$ cat src/rtl/ttc_pkg.sv
`timescale 1ns / 1ps

package ttc_pkg;

    typedef logic signed [15:0] t_temp;
    typedef logic [9:0]         t_reading;

    // Register indexes, word address bits [4:2]
    localparam logic [2:0] REG_SAMPLE_COUNT = 3'd0;
    localparam logic [2:0] REG_SERIES_RES   = 3'd1;
    localparam logic [2:0] REG_COEFF_A      = 3'd2;
    localparam logic [2:0] REG_COEFF_B      = 3'd3;
    localparam logic [2:0] REG_COEFF_C      = 3'd4;
    localparam logic [2:0] REG_PULL_UP      = 3'd5;
    localparam logic [2:0] REG_TEMP_OFFSET  = 3'd6;
    localparam logic [2:0] REG_OUTPUT_UNIT  = 3'd7;

    localparam logic [1:0] UNIT_KELVIN     = 2'd0;
    localparam logic [1:0] UNIT_CELSIUS    = 2'd1;
    localparam logic [1:0] UNIT_FAHRENHEIT = 2'd2;

    // ln2 in Q30, 0 degC in kelvin Q11, kelvin cap, Fahrenheit bias (32 F plus rounding)
    localparam logic [29:0]        LN2_Q30       = 30'd744261118;
    localparam logic signed [63:0] KELVIN_0C_Q11 = 64'sd559411;
    localparam logic [63:0]        K_CAP         = 64'h0000_0100_0000_0000;
    localparam logic signed [63:0] F_BIAS        = 64'sd328000;
    localparam logic [63:0]        DIV_TOP       = 64'h8000_0000_0000_0000;

    localparam int LN_FRAC_BITS = 28;
    localparam int LN_ARG_BITS  = 20;

endpackage

$ cat src/rtl/ttc_channels.sv
`timescale 1ns / 1ps

interface ttc_in_if;
    logic               valid;
    logic               ready;
    ttc_pkg::t_reading  adc_sample;

    modport source (output valid, output adc_sample, input ready);
    modport sink   (input valid, input adc_sample, output ready);
endinterface

interface ttc_out_if;
    logic               valid;
    logic               ready;
    ttc_pkg::t_temp     temperature;
    ttc_pkg::t_reading  averaged_reading;
    logic               fault;

    modport source (output valid, output temperature, output averaged_reading,
                    output fault, input ready);
    modport sink   (input valid, input temperature, input averaged_reading,
                    input fault, output ready);
endinterface

$ cat src/rtl/thermistor_temperature_converter_top.sv
// Sample transfer that does not close a window: the block stays idle, next sample accepted next cycle.
// Closing sample: conversion time set by the bit-serial multiplier (28 squarings per log,
// three logs) and the restoring divider.
// One window in flight; a finished result waits in the output register while samples flow.
// Reset (i_rst_n low, synchronous): registers to defaults, window cleared, no result pending.
`timescale 1ns / 1ps

module thermistor_temperature_converter_top #(
    parameter int ADC_BITS   = 10,
    parameter int MAX_WINDOW = 64
) (
    input  logic        i_clk,
    input  logic        i_rst_n,
    ttc_in_if.sink      i_in,
    ttc_out_if.source   o_out,
    input  logic        psel,
    input  logic        penable,
    input  logic        pwrite,
    input  logic [4:0]  paddr,
    input  logic [31:0] pwdata,
    output logic [31:0] prdata,
    output logic        pready
);

    localparam int CW = $clog2(MAX_WINDOW + 1);
    localparam int NW = (CW > 7) ? CW : 7;
    localparam int SW = ADC_BITS + CW;
    localparam int XW = ttc_pkg::LN_ARG_BITS;
    localparam logic [XW-1:0] FULL_SCALE = XW'(1) << ADC_BITS;

    typedef enum logic [3:0] {
        S_IDLE, S_AVG, S_NORM, S_SQ, S_SCALE, S_L2, S_L3,
        S_BL, S_CL, S_KDIV, S_UNIT, S_FDIV, S_OUT
    } t_state;

    // configuration registers
    logic [6:0]         r_sample_count;
    logic [19:0]        r_series_res;
    logic signed [31:0] r_coeff_a;
    logic signed [31:0] r_coeff_b;
    logic signed [31:0] r_coeff_c;
    logic               r_pull_up;
    logic signed [12:0] r_temp_offset;
    logic [1:0]         r_output_unit;

    // window and sequencer
    logic [SW-1:0]       r_sum;
    logic [CW-1:0]       r_taken;
    t_state              r_state;
    logic                r_go;
    logic [ADC_BITS-1:0] r_avg;
    logic                r_fault;
    logic [1:0]          r_sel;
    logic [30:0]         r_m;
    logic [4:0]          r_kexp;
    logic [27:0]         r_frac;
    logic [4:0]          r_it;
    logic [29:0]         r_ln_rs;
    logic [29:0]         r_ln_a;
    logic signed [31:0]  r_l;
    logic signed [63:0]  r_l2;
    logic signed [32:0]  r_l3;
    logic signed [63:0]  r_y;
    logic signed [63:0]  r_k;
    logic signed [63:0]  r_t;
    logic signed [63:0]  r_fq;
    logic                r_fneg;

    // bit-serial multiplier
    logic [63:0] r_ma;
    logic [63:0] r_mh;
    logic [31:0] r_ml;
    logic        r_mneg;
    logic [4:0]  r_mcnt;
    logic        r_mbusy;
    logic        r_mdone;

    // restoring divider
    logic [63:0] r_dq;
    logic [63:0] r_dr;
    logic [63:0] r_dd;
    logic [5:0]  r_dcnt;
    logic        r_dbusy;
    logic        r_ddone;

    // output register
    logic               r_out_valid;
    ttc_pkg::t_temp     r_out_temp;
    ttc_pkg::t_reading  r_out_avg;
    logic               r_out_fault;

    // ---------------------------------------------------------------------
    // Configuration port: write at the access phase, read back combinationally
    // ---------------------------------------------------------------------
    logic cfg_we;
    assign cfg_we = psel && penable && pwrite;
    assign pready = 1'b1;

    always_comb begin
        case (paddr[4:2])
            ttc_pkg::REG_SAMPLE_COUNT: prdata = 32'(r_sample_count);
            ttc_pkg::REG_SERIES_RES:   prdata = 32'(r_series_res);
            ttc_pkg::REG_COEFF_A:      prdata = r_coeff_a;
            ttc_pkg::REG_COEFF_B:      prdata = r_coeff_b;
            ttc_pkg::REG_COEFF_C:      prdata = r_coeff_c;
            ttc_pkg::REG_PULL_UP:      prdata = 32'(r_pull_up);
            ttc_pkg::REG_TEMP_OFFSET:  prdata = 32'(r_temp_offset);
            ttc_pkg::REG_OUTPUT_UNIT:  prdata = 32'(r_output_unit);
            default:                   prdata = '0;
        endcase
    end

    // ---------------------------------------------------------------------
    // Window accumulation
    // ---------------------------------------------------------------------
    logic [SW-1:0] sample_ext;
    logic [SW-1:0] sum_new;
    logic [CW-1:0] taken_new;
    logic [NW-1:0] n_eff;
    logic          win_close;
    logic          accept;

    assign sample_ext = SW'(ADC_BITS'(i_in.adc_sample));
    assign sum_new    = r_sum + sample_ext;
    assign taken_new  = r_taken + CW'(1);
    // a zero window counts as one, an oversized one as the maximum
    assign n_eff = (r_sample_count == 7'd0) ? NW'(1) :
                   (NW'(r_sample_count) > NW'(MAX_WINDOW)) ? NW'(MAX_WINDOW) :
                   NW'(r_sample_count);
    assign win_close = (NW'(taken_new) >= n_eff);
    assign i_in.ready = (r_state == S_IDLE);
    assign accept     = i_in.valid && i_in.ready;

    // ---------------------------------------------------------------------
    // Operand selection for the shared multiplier and divider
    // ---------------------------------------------------------------------
    logic               mul_start;
    logic signed [63:0] mul_a;
    logic signed [32:0] mul_b;
    logic [63:0]        mag_a;
    logic [31:0]        mag_b;
    logic               div_start;
    logic [63:0]        div_n;
    logic [63:0]        div_d;
    logic [63:0]        y_mag;

    assign y_mag = r_y[63] ? 64'(-r_y) : 64'(r_y);

    always_comb begin
        mul_start = 1'b0;
        mul_a     = '0;
        mul_b     = '0;
        div_start = 1'b0;
        div_n     = '0;
        div_d     = 64'd1;
        case (r_state)
            S_AVG: begin
                div_start = r_go;
                div_n     = 64'(r_sum);
                div_d     = 64'(r_taken);
            end
            S_SQ: begin
                mul_start = r_go;
                mul_a     = $signed(64'(r_m));
                mul_b     = $signed({2'b00, r_m});
            end
            S_SCALE: begin
                mul_start = r_go;
                mul_a     = $signed(64'({r_kexp, r_frac}));
                mul_b     = $signed({3'b000, ttc_pkg::LN2_Q30});
            end
            S_L2: begin
                mul_start = r_go;
                mul_a     = 64'(r_l);
                mul_b     = 33'(r_l);
            end
            S_L3: begin
                mul_start = r_go;
                mul_a     = r_l2;
                mul_b     = 33'(r_l);
            end
            S_BL: begin
                mul_start = r_go;
                mul_a     = 64'(r_coeff_b);
                mul_b     = 33'(r_l);
            end
            S_CL: begin
                mul_start = r_go;
                mul_a     = 64'(r_coeff_c);
                mul_b     = r_l3;
            end
            S_KDIV: begin
                div_start = r_go;
                div_n     = ttc_pkg::DIV_TOP;
                div_d     = y_mag;
            end
            S_FDIV: begin
                div_start = r_go;
                div_n     = 64'(r_fq);
                div_d     = 64'd5;
            end
            default: ;
        endcase
    end

    assign mag_a = mul_a[63] ? 64'(-mul_a) : 64'(mul_a);
    assign mag_b = mul_b[32] ? 32'(-mul_b) : 32'(mul_b);

    // one add of the multiplicand per multiplier bit
    logic [64:0]        m_sum;
    logic [95:0]        prod_u;
    logic signed [96:0] mul_p;

    assign m_sum  = {1'b0, r_mh} + (r_ml[0] ? {1'b0, r_ma} : 65'd0);
    assign prod_u = {r_mh, r_ml};
    assign mul_p  = r_mneg ? -$signed({1'b0, prod_u}) : $signed({1'b0, prod_u});

    // one quotient bit per cycle
    logic [64:0] d_sh;
    logic [65:0] d_diff;
    logic        d_ge;

    assign d_sh   = {r_dr, r_dq[63]};
    assign d_diff = {1'b0, d_sh} - {2'b00, r_dd};
    assign d_ge   = !d_diff[65];

    // ---------------------------------------------------------------------
    // Datapath values taken at the end of each step
    // ---------------------------------------------------------------------
    logic               mul_ready;
    logic               div_ready;
    logic [19:0]        rs_eff;
    logic [XW-1:0]      lnb_x;
    logic [31:0]        m2;
    logic [29:0]        ln_new;
    logic signed [31:0] lr;
    logic signed [31:0] la;
    logic signed [31:0] lb;
    logic signed [31:0] l_new;
    logic signed [63:0] a_term;
    logic signed [63:0] y_fin;
    logic signed [63:0] off128;
    logic [63:0]        kmag;
    logic signed [63:0] k_div;
    logic signed [63:0] c_val;
    logic signed [63:0] f_x;
    logic signed [63:0] f_q;
    logic signed [63:0] k_t;
    logic signed [63:0] c_t;
    ttc_pkg::t_temp     t_sat;

    assign mul_ready = !r_go && r_mdone;
    assign div_ready = !r_go && r_ddone;
    // zero ohms counts as one
    assign rs_eff = (r_series_res == 20'd0) ? 20'd1 : r_series_res;
    assign lnb_x  = FULL_SCALE - XW'(r_avg);
    assign m2     = prod_u[61:30];
    assign ln_new = prod_u[63:34];
    assign lr     = $signed({2'b00, r_ln_rs});
    assign la     = $signed({2'b00, r_ln_a});
    assign lb     = $signed({2'b00, ln_new});
    assign l_new  = r_pull_up ? (lr + la - lb) : (lr - la + lb);
    assign a_term = 64'(r_coeff_a) <<< 12;
    assign y_fin  = r_y + 64'(mul_p >>> 28);
    assign off128 = 64'(r_temp_offset) <<< 7;
    assign kmag   = (r_dq > ttc_pkg::K_CAP) ? ttc_pkg::K_CAP : r_dq;
    assign k_div  = (r_y[63] ? -$signed(kmag) : $signed(kmag)) + off128;
    assign c_val  = r_k - ttc_pkg::KELVIN_0C_Q11;
    assign f_x    = (c_val <<< 3) + c_val + ttc_pkg::F_BIAS;
    assign f_q    = f_x >>> 7;
    assign k_t    = (r_k + 64'sd64) >>> 7;
    assign c_t    = (c_val + 64'sd64) >>> 7;
    assign t_sat  = (r_t > 64'sd32767)  ? 16'sh7FFF :
                    (r_t < -64'sd32768) ? 16'sh8000 : r_t[15:0];

    // ---------------------------------------------------------------------
    // Sequencer, arithmetic units and output register
    // ---------------------------------------------------------------------
    always_ff @(posedge i_clk) begin
        if (!i_rst_n) begin
            r_sample_count <= 7'd8;
            r_series_res   <= 20'd10000;
            r_coeff_a      <= 32'sd1232407859;
            r_coeff_b      <= 32'sd1035025163;
            r_coeff_c      <= 32'sd1028916;
            r_pull_up      <= 1'b1;
            r_temp_offset  <= '0;
            r_output_unit  <= ttc_pkg::UNIT_KELVIN;
            r_sum          <= '0;
            r_taken        <= '0;
            r_state        <= S_IDLE;
            r_go           <= 1'b0;
            r_mbusy        <= 1'b0;
            r_mdone        <= 1'b0;
            r_dbusy        <= 1'b0;
            r_ddone        <= 1'b0;
            r_out_valid    <= 1'b0;
        end else begin
            r_go <= 1'b0;

            if (cfg_we) begin
                case (paddr[4:2])
                    ttc_pkg::REG_SAMPLE_COUNT: r_sample_count <= pwdata[6:0];
                    ttc_pkg::REG_SERIES_RES:   r_series_res   <= pwdata[19:0];
                    ttc_pkg::REG_COEFF_A:      r_coeff_a      <= $signed(pwdata);
                    ttc_pkg::REG_COEFF_B:      r_coeff_b      <= $signed(pwdata);
                    ttc_pkg::REG_COEFF_C:      r_coeff_c      <= $signed(pwdata);
                    ttc_pkg::REG_PULL_UP:      r_pull_up      <= pwdata[0];
                    ttc_pkg::REG_TEMP_OFFSET:  r_temp_offset  <= $signed(pwdata[12:0]);
                    ttc_pkg::REG_OUTPUT_UNIT:  r_output_unit  <= pwdata[1:0];
                    default: ;
                endcase
            end

            // drop the result once the sink takes it
            if (r_out_valid && o_out.ready) begin
                r_out_valid <= 1'b0;
            end

            case (r_state)
                S_IDLE: begin
                    if (accept) begin
                        r_sum   <= sum_new;
                        r_taken <= taken_new;
                        if (win_close) begin
                            r_state <= S_AVG;
                            r_go    <= 1'b1;
                        end
                    end
                end
                S_AVG: begin
                    if (div_ready) begin
                        r_sum   <= '0;
                        r_taken <= '0;
                        r_avg   <= r_dq[ADC_BITS-1:0];
                        if (r_dq[ADC_BITS-1:0] == '0) begin
                            // empty divider reading: flag it, no conversion
                            r_fault <= 1'b1;
                            r_t     <= '0;
                            r_state <= S_OUT;
                        end else begin
                            r_fault <= 1'b0;
                            r_sel   <= 2'd0;
                            r_m     <= 31'(rs_eff);
                            r_kexp  <= 5'd30;
                            r_state <= S_NORM;
                        end
                    end
                end
                S_NORM: begin
                    // shift the log argument up until its top bit is set
                    if (r_m[30]) begin
                        r_it    <= '0;
                        r_frac  <= '0;
                        r_go    <= 1'b1;
                        r_state <= S_SQ;
                    end else begin
                        r_m    <= {r_m[29:0], 1'b0};
                        r_kexp <= r_kexp - 5'd1;
                    end
                end
                S_SQ: begin
                    // square the mantissa; an overflow past 2.0 yields a fraction bit
                    if (mul_ready) begin
                        r_frac <= {r_frac[26:0], m2[31]};
                        r_m    <= m2[31] ? m2[31:1] : m2[30:0];
                        r_go   <= 1'b1;
                        if (r_it == 5'(ttc_pkg::LN_FRAC_BITS - 1)) begin
                            r_state <= S_SCALE;
                        end else begin
                            r_it <= r_it + 5'd1;
                        end
                    end
                end
                S_SCALE: begin
                    if (mul_ready) begin
                        case (r_sel)
                            2'd0: begin
                                r_ln_rs <= ln_new;
                                r_sel   <= 2'd1;
                                r_m     <= 31'(r_avg);
                                r_kexp  <= 5'd30;
                                r_state <= S_NORM;
                            end
                            2'd1: begin
                                r_ln_a  <= ln_new;
                                r_sel   <= 2'd2;
                                r_m     <= 31'(lnb_x);
                                r_kexp  <= 5'd30;
                                r_state <= S_NORM;
                            end
                            default: begin
                                r_l     <= l_new;
                                r_go    <= 1'b1;
                                r_state <= S_L2;
                            end
                        endcase
                    end
                end
                S_L2: begin
                    if (mul_ready) begin
                        r_l2    <= 64'(mul_p >>> 24);
                        r_go    <= 1'b1;
                        r_state <= S_L3;
                    end
                end
                S_L3: begin
                    if (mul_ready) begin
                        r_l3    <= 33'(mul_p >>> 32);
                        r_go    <= 1'b1;
                        r_state <= S_BL;
                    end
                end
                S_BL: begin
                    if (mul_ready) begin
                        r_y     <= a_term + 64'(mul_p >>> 16);
                        r_go    <= 1'b1;
                        r_state <= S_CL;
                    end
                end
                S_CL: begin
                    if (mul_ready) begin
                        r_y <= y_fin;
                        if (y_fin == 64'sd0) begin
                            // zero denominator: take the positive cap
                            r_k     <= $signed(ttc_pkg::K_CAP) + off128;
                            r_state <= S_UNIT;
                        end else begin
                            r_go    <= 1'b1;
                            r_state <= S_KDIV;
                        end
                    end
                end
                S_KDIV: begin
                    if (div_ready) begin
                        r_k     <= k_div;
                        r_state <= S_UNIT;
                    end
                end
                S_UNIT: begin
                    case (r_output_unit)
                        ttc_pkg::UNIT_CELSIUS: begin
                            r_t     <= c_t;
                            r_state <= S_OUT;
                        end
                        ttc_pkg::UNIT_FAHRENHEIT: begin
                            // floor division by five on the magnitude
                            r_fneg  <= f_q[63];
                            r_fq    <= f_q[63] ? (64'sd4 - f_q) : f_q;
                            r_go    <= 1'b1;
                            r_state <= S_FDIV;
                        end
                        default: begin
                            r_t     <= k_t;
                            r_state <= S_OUT;
                        end
                    endcase
                end
                S_FDIV: begin
                    if (div_ready) begin
                        r_t     <= r_fneg ? -$signed(r_dq) : $signed(r_dq);
                        r_state <= S_OUT;
                    end
                end
                S_OUT: begin
                    // hold until the output register is free
                    if (!r_out_valid || o_out.ready) begin
                        r_out_valid <= 1'b1;
                        r_out_temp  <= r_fault ? 16'sd0 : t_sat;
                        r_out_avg   <= ttc_pkg::t_reading'(r_avg);
                        r_out_fault <= r_fault;
                        r_state     <= S_IDLE;
                    end
                end
                default: r_state <= S_IDLE;
            endcase

            // multiplier: add and shift one bit of B per cycle
            if (mul_start) begin
                r_ma    <= mag_a;
                r_mh    <= '0;
                r_ml    <= mag_b;
                r_mneg  <= mul_a[63] ^ mul_b[32];
                r_mcnt  <= '0;
                r_mbusy <= 1'b1;
                r_mdone <= 1'b0;
            end else if (r_mbusy) begin
                r_mh   <= m_sum[64:1];
                r_ml   <= {m_sum[0], r_ml[31:1]};
                r_mcnt <= r_mcnt + 5'd1;
                if (r_mcnt == '1) begin
                    r_mbusy <= 1'b0;
                    r_mdone <= 1'b1;
                end
            end else begin
                r_mdone <= 1'b0;
            end

            // divider: shift in one dividend bit, subtract when it fits
            if (div_start) begin
                r_dq    <= div_n;
                r_dr    <= '0;
                r_dd    <= div_d;
                r_dcnt  <= '0;
                r_dbusy <= 1'b1;
                r_ddone <= 1'b0;
            end else if (r_dbusy) begin
                r_dr   <= d_ge ? d_diff[63:0] : d_sh[63:0];
                r_dq   <= {r_dq[62:0], d_ge};
                r_dcnt <= r_dcnt + 6'd1;
                if (r_dcnt == '1) begin
                    r_dbusy <= 1'b0;
                    r_ddone <= 1'b1;
                end
            end else begin
                r_ddone <= 1'b0;
            end
        end
    end

    assign o_out.valid            = r_out_valid;
    assign o_out.temperature      = r_out_temp;
    assign o_out.averaged_reading = r_out_avg;
    assign o_out.fault            = r_out_fault;

`ifndef SYNTH
    // the two arithmetic units are never run at once
    a_units_exclusive: assert property (@(posedge i_clk) disable iff (!i_rst_n)
        !(r_mbusy && r_dbusy))
        else $error("multiplier and divider busy together");

    // the window count never passes the largest window
    a_window_bound: assert property (@(posedge i_clk) disable iff (!i_rst_n)
        r_taken <= CW'(MAX_WINDOW))
        else $error("sample count beyond window");

    // a faulted result carries a zero temperature
    a_fault_zero: assert property (@(posedge i_clk) disable iff (!i_rst_n)
        (o_out.valid && o_out.fault) |-> (o_out.temperature == 16'sd0))
        else $error("fault with nonzero temperature");

    // a finished product is only seen by a state that waits for one
    a_mul_owner: assert property (@(posedge i_clk) disable iff (!i_rst_n)
        r_mdone |-> (r_state == S_SQ || r_state == S_SCALE || r_state == S_L2 ||
                     r_state == S_L3 || r_state == S_BL || r_state == S_CL))
        else $error("product finished outside a multiply step");
`endif

endmodule

$ cat src/flat_wrapper.sv
// flat-port wrapper written by rule: the top's interface ports become plain ports
module thermistor_temperature_converter_top_flat 
#(
    parameter int ADC_BITS   = 10,
    parameter int MAX_WINDOW = 64
)
  (i_clk, i_rst_n, psel, penable, pwrite, paddr, pwdata, prdata, pready, i_in_valid, i_in_adc_sample, i_in_ready, o_out_valid, o_out_temperature, o_out_averaged_reading, o_out_fault, o_out_ready);
  ttc_in_if i_in_i ();
  ttc_out_if o_out_i ();
  input  logic i_clk;
  input  logic i_rst_n;
  input  logic psel;
  input  logic penable;
  input  logic pwrite;
  input  logic [4:0] paddr;
  input  logic [31:0] pwdata;
  output logic [31:0] prdata;
  output logic pready;
  input wire logic [$bits(i_in_i.valid)-1:0] i_in_valid;
  input wire logic [$bits(i_in_i.adc_sample)-1:0] i_in_adc_sample;
  output wire logic [$bits(i_in_i.ready)-1:0] i_in_ready;
  output wire logic [$bits(o_out_i.valid)-1:0] o_out_valid;
  output wire logic [$bits(o_out_i.temperature)-1:0] o_out_temperature;
  output wire logic [$bits(o_out_i.averaged_reading)-1:0] o_out_averaged_reading;
  output wire logic [$bits(o_out_i.fault)-1:0] o_out_fault;
  input wire logic [$bits(o_out_i.ready)-1:0] o_out_ready;
  assign i_in_i.valid = i_in_valid;
  assign i_in_i.adc_sample = i_in_adc_sample;
  assign i_in_ready = i_in_i.ready;
  assign o_out_valid = o_out_i.valid;
  assign o_out_temperature = o_out_i.temperature;
  assign o_out_averaged_reading = o_out_i.averaged_reading;
  assign o_out_fault = o_out_i.fault;
  assign o_out_i.ready = o_out_ready;
  thermistor_temperature_converter_top #(.ADC_BITS(ADC_BITS), .MAX_WINDOW(MAX_WINDOW)) u_core (.i_clk(i_clk), .i_rst_n(i_rst_n), .i_in(i_in_i), .o_out(o_out_i), .psel(psel), .penable(penable), .pwrite(pwrite), .paddr(paddr), .pwdata(pwdata), .prdata(prdata), .pready(pready));
endmodule
$ cat config.mk
export PLATFORM = sky130hd
export DESIGN_NAME = thermistor_temperature_converter_top_flat
export DESIGN_NICKNAME = d
export VERILOG_FILES = /design/src/rtl/ttc_pkg.sv /design/src/rtl/ttc_channels.sv /design/src/rtl/thermistor_temperature_converter_top.sv /design/src/flat_wrapper.sv
export SDC_FILE = /design/constraint.sdc
export NUM_CORES = 2
export LEC_CHECK = 0
export BUFFER_PORTS_ARGS = -buffer_cell sky130_fd_sc_hd__buf_2
export CAP_MARGIN = 20
export CORE_UTILIZATION = 50
export CTS_CLUSTER_SIZE = 14
export DETAILED_ROUTE_END_ITERATION = 8
export PLACE_DENSITY = 0.72
export REMOVE_ABC_BUFFERS = 1
export SYNTH_ARGS = -nofsm -noshare
export SYNTH_HDL_FRONTEND = slang
export SYNTH_SLANG_ARGS = --single-unit
$ cat constraint.sdc
create_clock -name i_clk -period 18.2 [get_ports i_clk]
set_input_delay 1.82 -clock i_clk [delete_from_list [all_inputs] [get_ports i_clk]]
set_output_delay 1.82 -clock i_clk [all_outputs]
set_load 0.005 [all_outputs]
==> results_dict.tcl <==
set metrics [dict create \
    seq_power_share_pct 48.4 \
    dpl.hpwl_um 212000 \
    arrival_ps 11690 \
    slew_viol_final 0 \
    hold_class "reg -> reg" \
    drv_cap 0 \
    min_period_ps 11300 \
    die_w_um 412 \
    hold_violations 0 \
    grt_pass1_wl_um 429000 \
    dr.pass1.iters 9 \
    cts_buffers 133 \
    ys_seq_area_share_pct 36.7 \
    max_freq_mhz 88.5 \
    async_reset_ff_share_pct 0 \
    grt_max_degree 73 \
    critical_path.max_stage_delay_ps 680 \
    drc 8 \
    hold_buffers 0 \
    antenna_found_initial 13 \
    vias 76100 \
    r2r_start "u_core.r_ml[0]" \
    status "finished, violations left" \
    r2r_setup_slack_ps 6900 \
    rows 150 \
    setup_viol_count_final 0 \
    syn_to_final_growth_pct 8.73 \
    synth-seq-cells 1086 \
    relSlewSlack_pct 16.8 \
    layout_common_cells "1176 x nand2_1, 913 x edfxtp_1, 850 x nor2_1, 777 x a21oi_1, 624 x o21ai_0" \
    synthFlopType "edfxtp_1" \
    die-area_um2 170000 \
    drive_gt1_share_pct 6.90 \
    synth_largest_area_cell "edfxtp_1" \
    cts_tree "done" \
    ir_worst_vdd_mv 0.102 \
    clock_path_buffers 3 \
    track_usage_pct 32.5 \
    switching_share_pct 22.1 \
    power_switching_mw 1.22 \
    fillers 15000 \
    synthCells 9637 \
    hold_end "u_core.r_ddone" \
    fp.dieH_um 412 \
    path_clk_slew_ps 60 \
    cp.required_ps 18590 \
    viasPerCell 6.41 \
    ctsRootBufferMaster "clkbuf_16" \
    clockPowerShare_pct 49.6 \
    final_common_cell "nand2_1" \
    power_density_nw_per_um2 60.5 \
    critical_path_class "reg -> reg" \
    hold_depth 1 \
    power_frac_comb_pct 2.0 \
    post_cts_buffers 0 \
    fin_skew_ps 38.2 \
    gp_congestion 1.02 \
    end_kind "register" \
    final_util_pct 54.7 \
    internal-power_mw 4.31 \
    cts.repair.resized 0 \
    grt_overflow 0 \
    worstPathMaxFanout 65 \
    critPathLaunchType "register" \
    avgSynthCellArea_um2 8.72 \
    synth_area_leaders "edfxtp_1 33%, ha_1 8.7%, nand2_1 5.3%" \
    initial_core_util_pct 50.3 \
    crit_slowest_cell "buf_4" \
    ant_nets 0 \
    portBuffers 112 \
    drt_iter0_drc 8405 \
    synth.top_cell.area_share_pct 32.6 \
    grt_pass1_vias 72200 \
    insertion_delay_ps 800 \
    violations "DRC" \
    postRouteWirelength_um 282000 \
    yosysWarningCount 0 \
    synth_edf_count 913 \
    reg2regPathDepth 27 \
    numClockSinks 1086 \
    timing.hold.worst.start "u_core.r_dbusy" \
    wl_per_cell_um 23.8 \
    synthesis.area_um2 84000 \
    fin_crit_sh_pct 62.1 \
    final_nets 10200 \
    coreArea_um2 167000 \
    rsz0062_at_grt "no" \
    ios 116 \
    power_leakage_nw 35.7 \
    total_power_mw 5.53 \
    ys_types 109 \
    worst_pin_slew_ps 1250 \
    htree_num_levels 4 \
    place_area_um2 86900 \
    r2r-end "u_core.r_k[60]" \
    tns_ps 0 \
    final_cell_area_um2 91400 \
]
==> cell usage after synthesis, types with 44 or more instances <==
master and instances:
a211oi_1 70, a21o_1 213, a21oi_1 781, a221oi_1 48
a22oi_1 90, a31oi_1 77, and2_1 148, and3_1 75
clkbuf_1 418, dfxtp_1 173, edfxtp_1 913, ha_1 583
inv_1 319, mux2i_1 75, nand2_1 1183, nand2b_1 108
nand3_1 258, nand4_1 108, nor2_1 861, nor2b_1 80
nor3_1 208, nor4_1 100, o211ai_1 44, o21a_1 80
o21ai_0 626, o21bai_1 69, o22ai_1 65, o31ai_1 106
or2_2 58, or3_1 111, or4_1 44, xnor2_1 503
xor2_1 438
==> worst max-delay path by stage <==
| stage | from | end | slack [ps] | cells past startpoint |
|---|---|---|---|---|
| 2_1_floorplan | u_core.r_state[0] | u_core.r_mh[63] | 2610 | 3 |
| 3_3_place_gp | u_core.r_ml[0] | u_core.r_k[60] | 7050 | 27 |
| 3_5_place_dp | u_core.r_mh[3] | u_core.r_k[59] | 7010 | 28 |
| 4_1_cts | u_core.r_ml[0] | u_core.r_k[31] | 6930 | 27 |
| 5_1_grt | u_core.r_ml[0] | u_core.r_k[32] | 6500 | 27 |
| 6_report | u_core.r_ml[0] | u_core.r_k[60] | 6900 | 27 |
==> registers in the layout, summed over array words and instances, names as in the netlist, 13 cells and up <==
signal and flops:
u_core.o_out.temperature 16, u_core.r_coeff_a 32, u_core.r_coeff_b 32, u_core.r_coeff_c 32, u_core.r_dd 64, u_core.r_dq 64, u_core.r_dr 64, u_core.r_fq 58
u_core.r_frac 28, u_core.r_k 64, u_core.r_l 32, u_core.r_l2 64, u_core.r_l3 33, u_core.r_ln_a 30, u_core.r_ln_rs 30, u_core.r_m 31
u_core.r_ma 64, u_core.r_mh 64, u_core.r_ml 32, u_core.r_series_res 20, u_core.r_sum 17, u_core.r_t 64, u_core.r_temp_offset 13, u_core.r_y 64
==> final cells by class <==
class                           count  area (µm²)  share of cell area [%]
Clock buffer                      169        3670                    4.02
Timing Repair Buffer              256        1680                    1.84
Clock inverter                     73         767                   0.839
Antenna cell                        2        5.00                 0.00548
Tap cell                         2204        2760                    3.02
Sequential cell                  1086       30900                    33.8
Multi-Input combinational cell   7757       50400                    55.2
Inverter                          322        1210                    1.33
==> layer usage <==
metal	routed length, µm	GRT usage [%]	vias to the layer above
met1	114000	42.1	36400
met5	41	0	-
li1	-	-	35100
met3	26700	6.47	785
met4	14900	15.4	6
met2	127000	52.1	3737
==> power by group through the flow <==
stage               registers, mW  clock network (mW)  logic [mW]
floorplan                    2.72                   0      0.0555
global placement             2.72                   0       0.105
detailed placement           2.72                   0       0.108
CTS                          2.67                2.77       0.108
global route                 2.67                2.86       0.120
finish                       2.67                2.74       0.113
==> critical path: cells and delay by family (launching register included) <==
family                     cells  cell delay [ps]
and+or+nand+nor               15             5760
AOI/OAI and AO/OA              8             2770
buffers and inverters          2              960
xor gates and xnor gates       1              520
adders and majority gates      1              450
DFF                            1              370
==> cell families after synthesis <==
group | share of synthesized area [%]
compound gates | 20.0
xor+xnor | 9.81
fa+ha+maj | 8.92
buf+inv | 3.60
flops | 36.7
mux | 1.31
other cells | 0.00894
simple gates | 19.7
==> metrics by stage <==
stage	hold slack, ps	instances	worst slack (ps)
2_1_floorplan	442	9165	2610
3_3_place_gp	451	11600	7050
3_5_place_dp	466	11600	7010
4_1_cts	458	11900	6930
5_1_grt	470	11900	6500
6_report	465	11900	6900
Note: power is estimated with default switching activity, not from simulation.
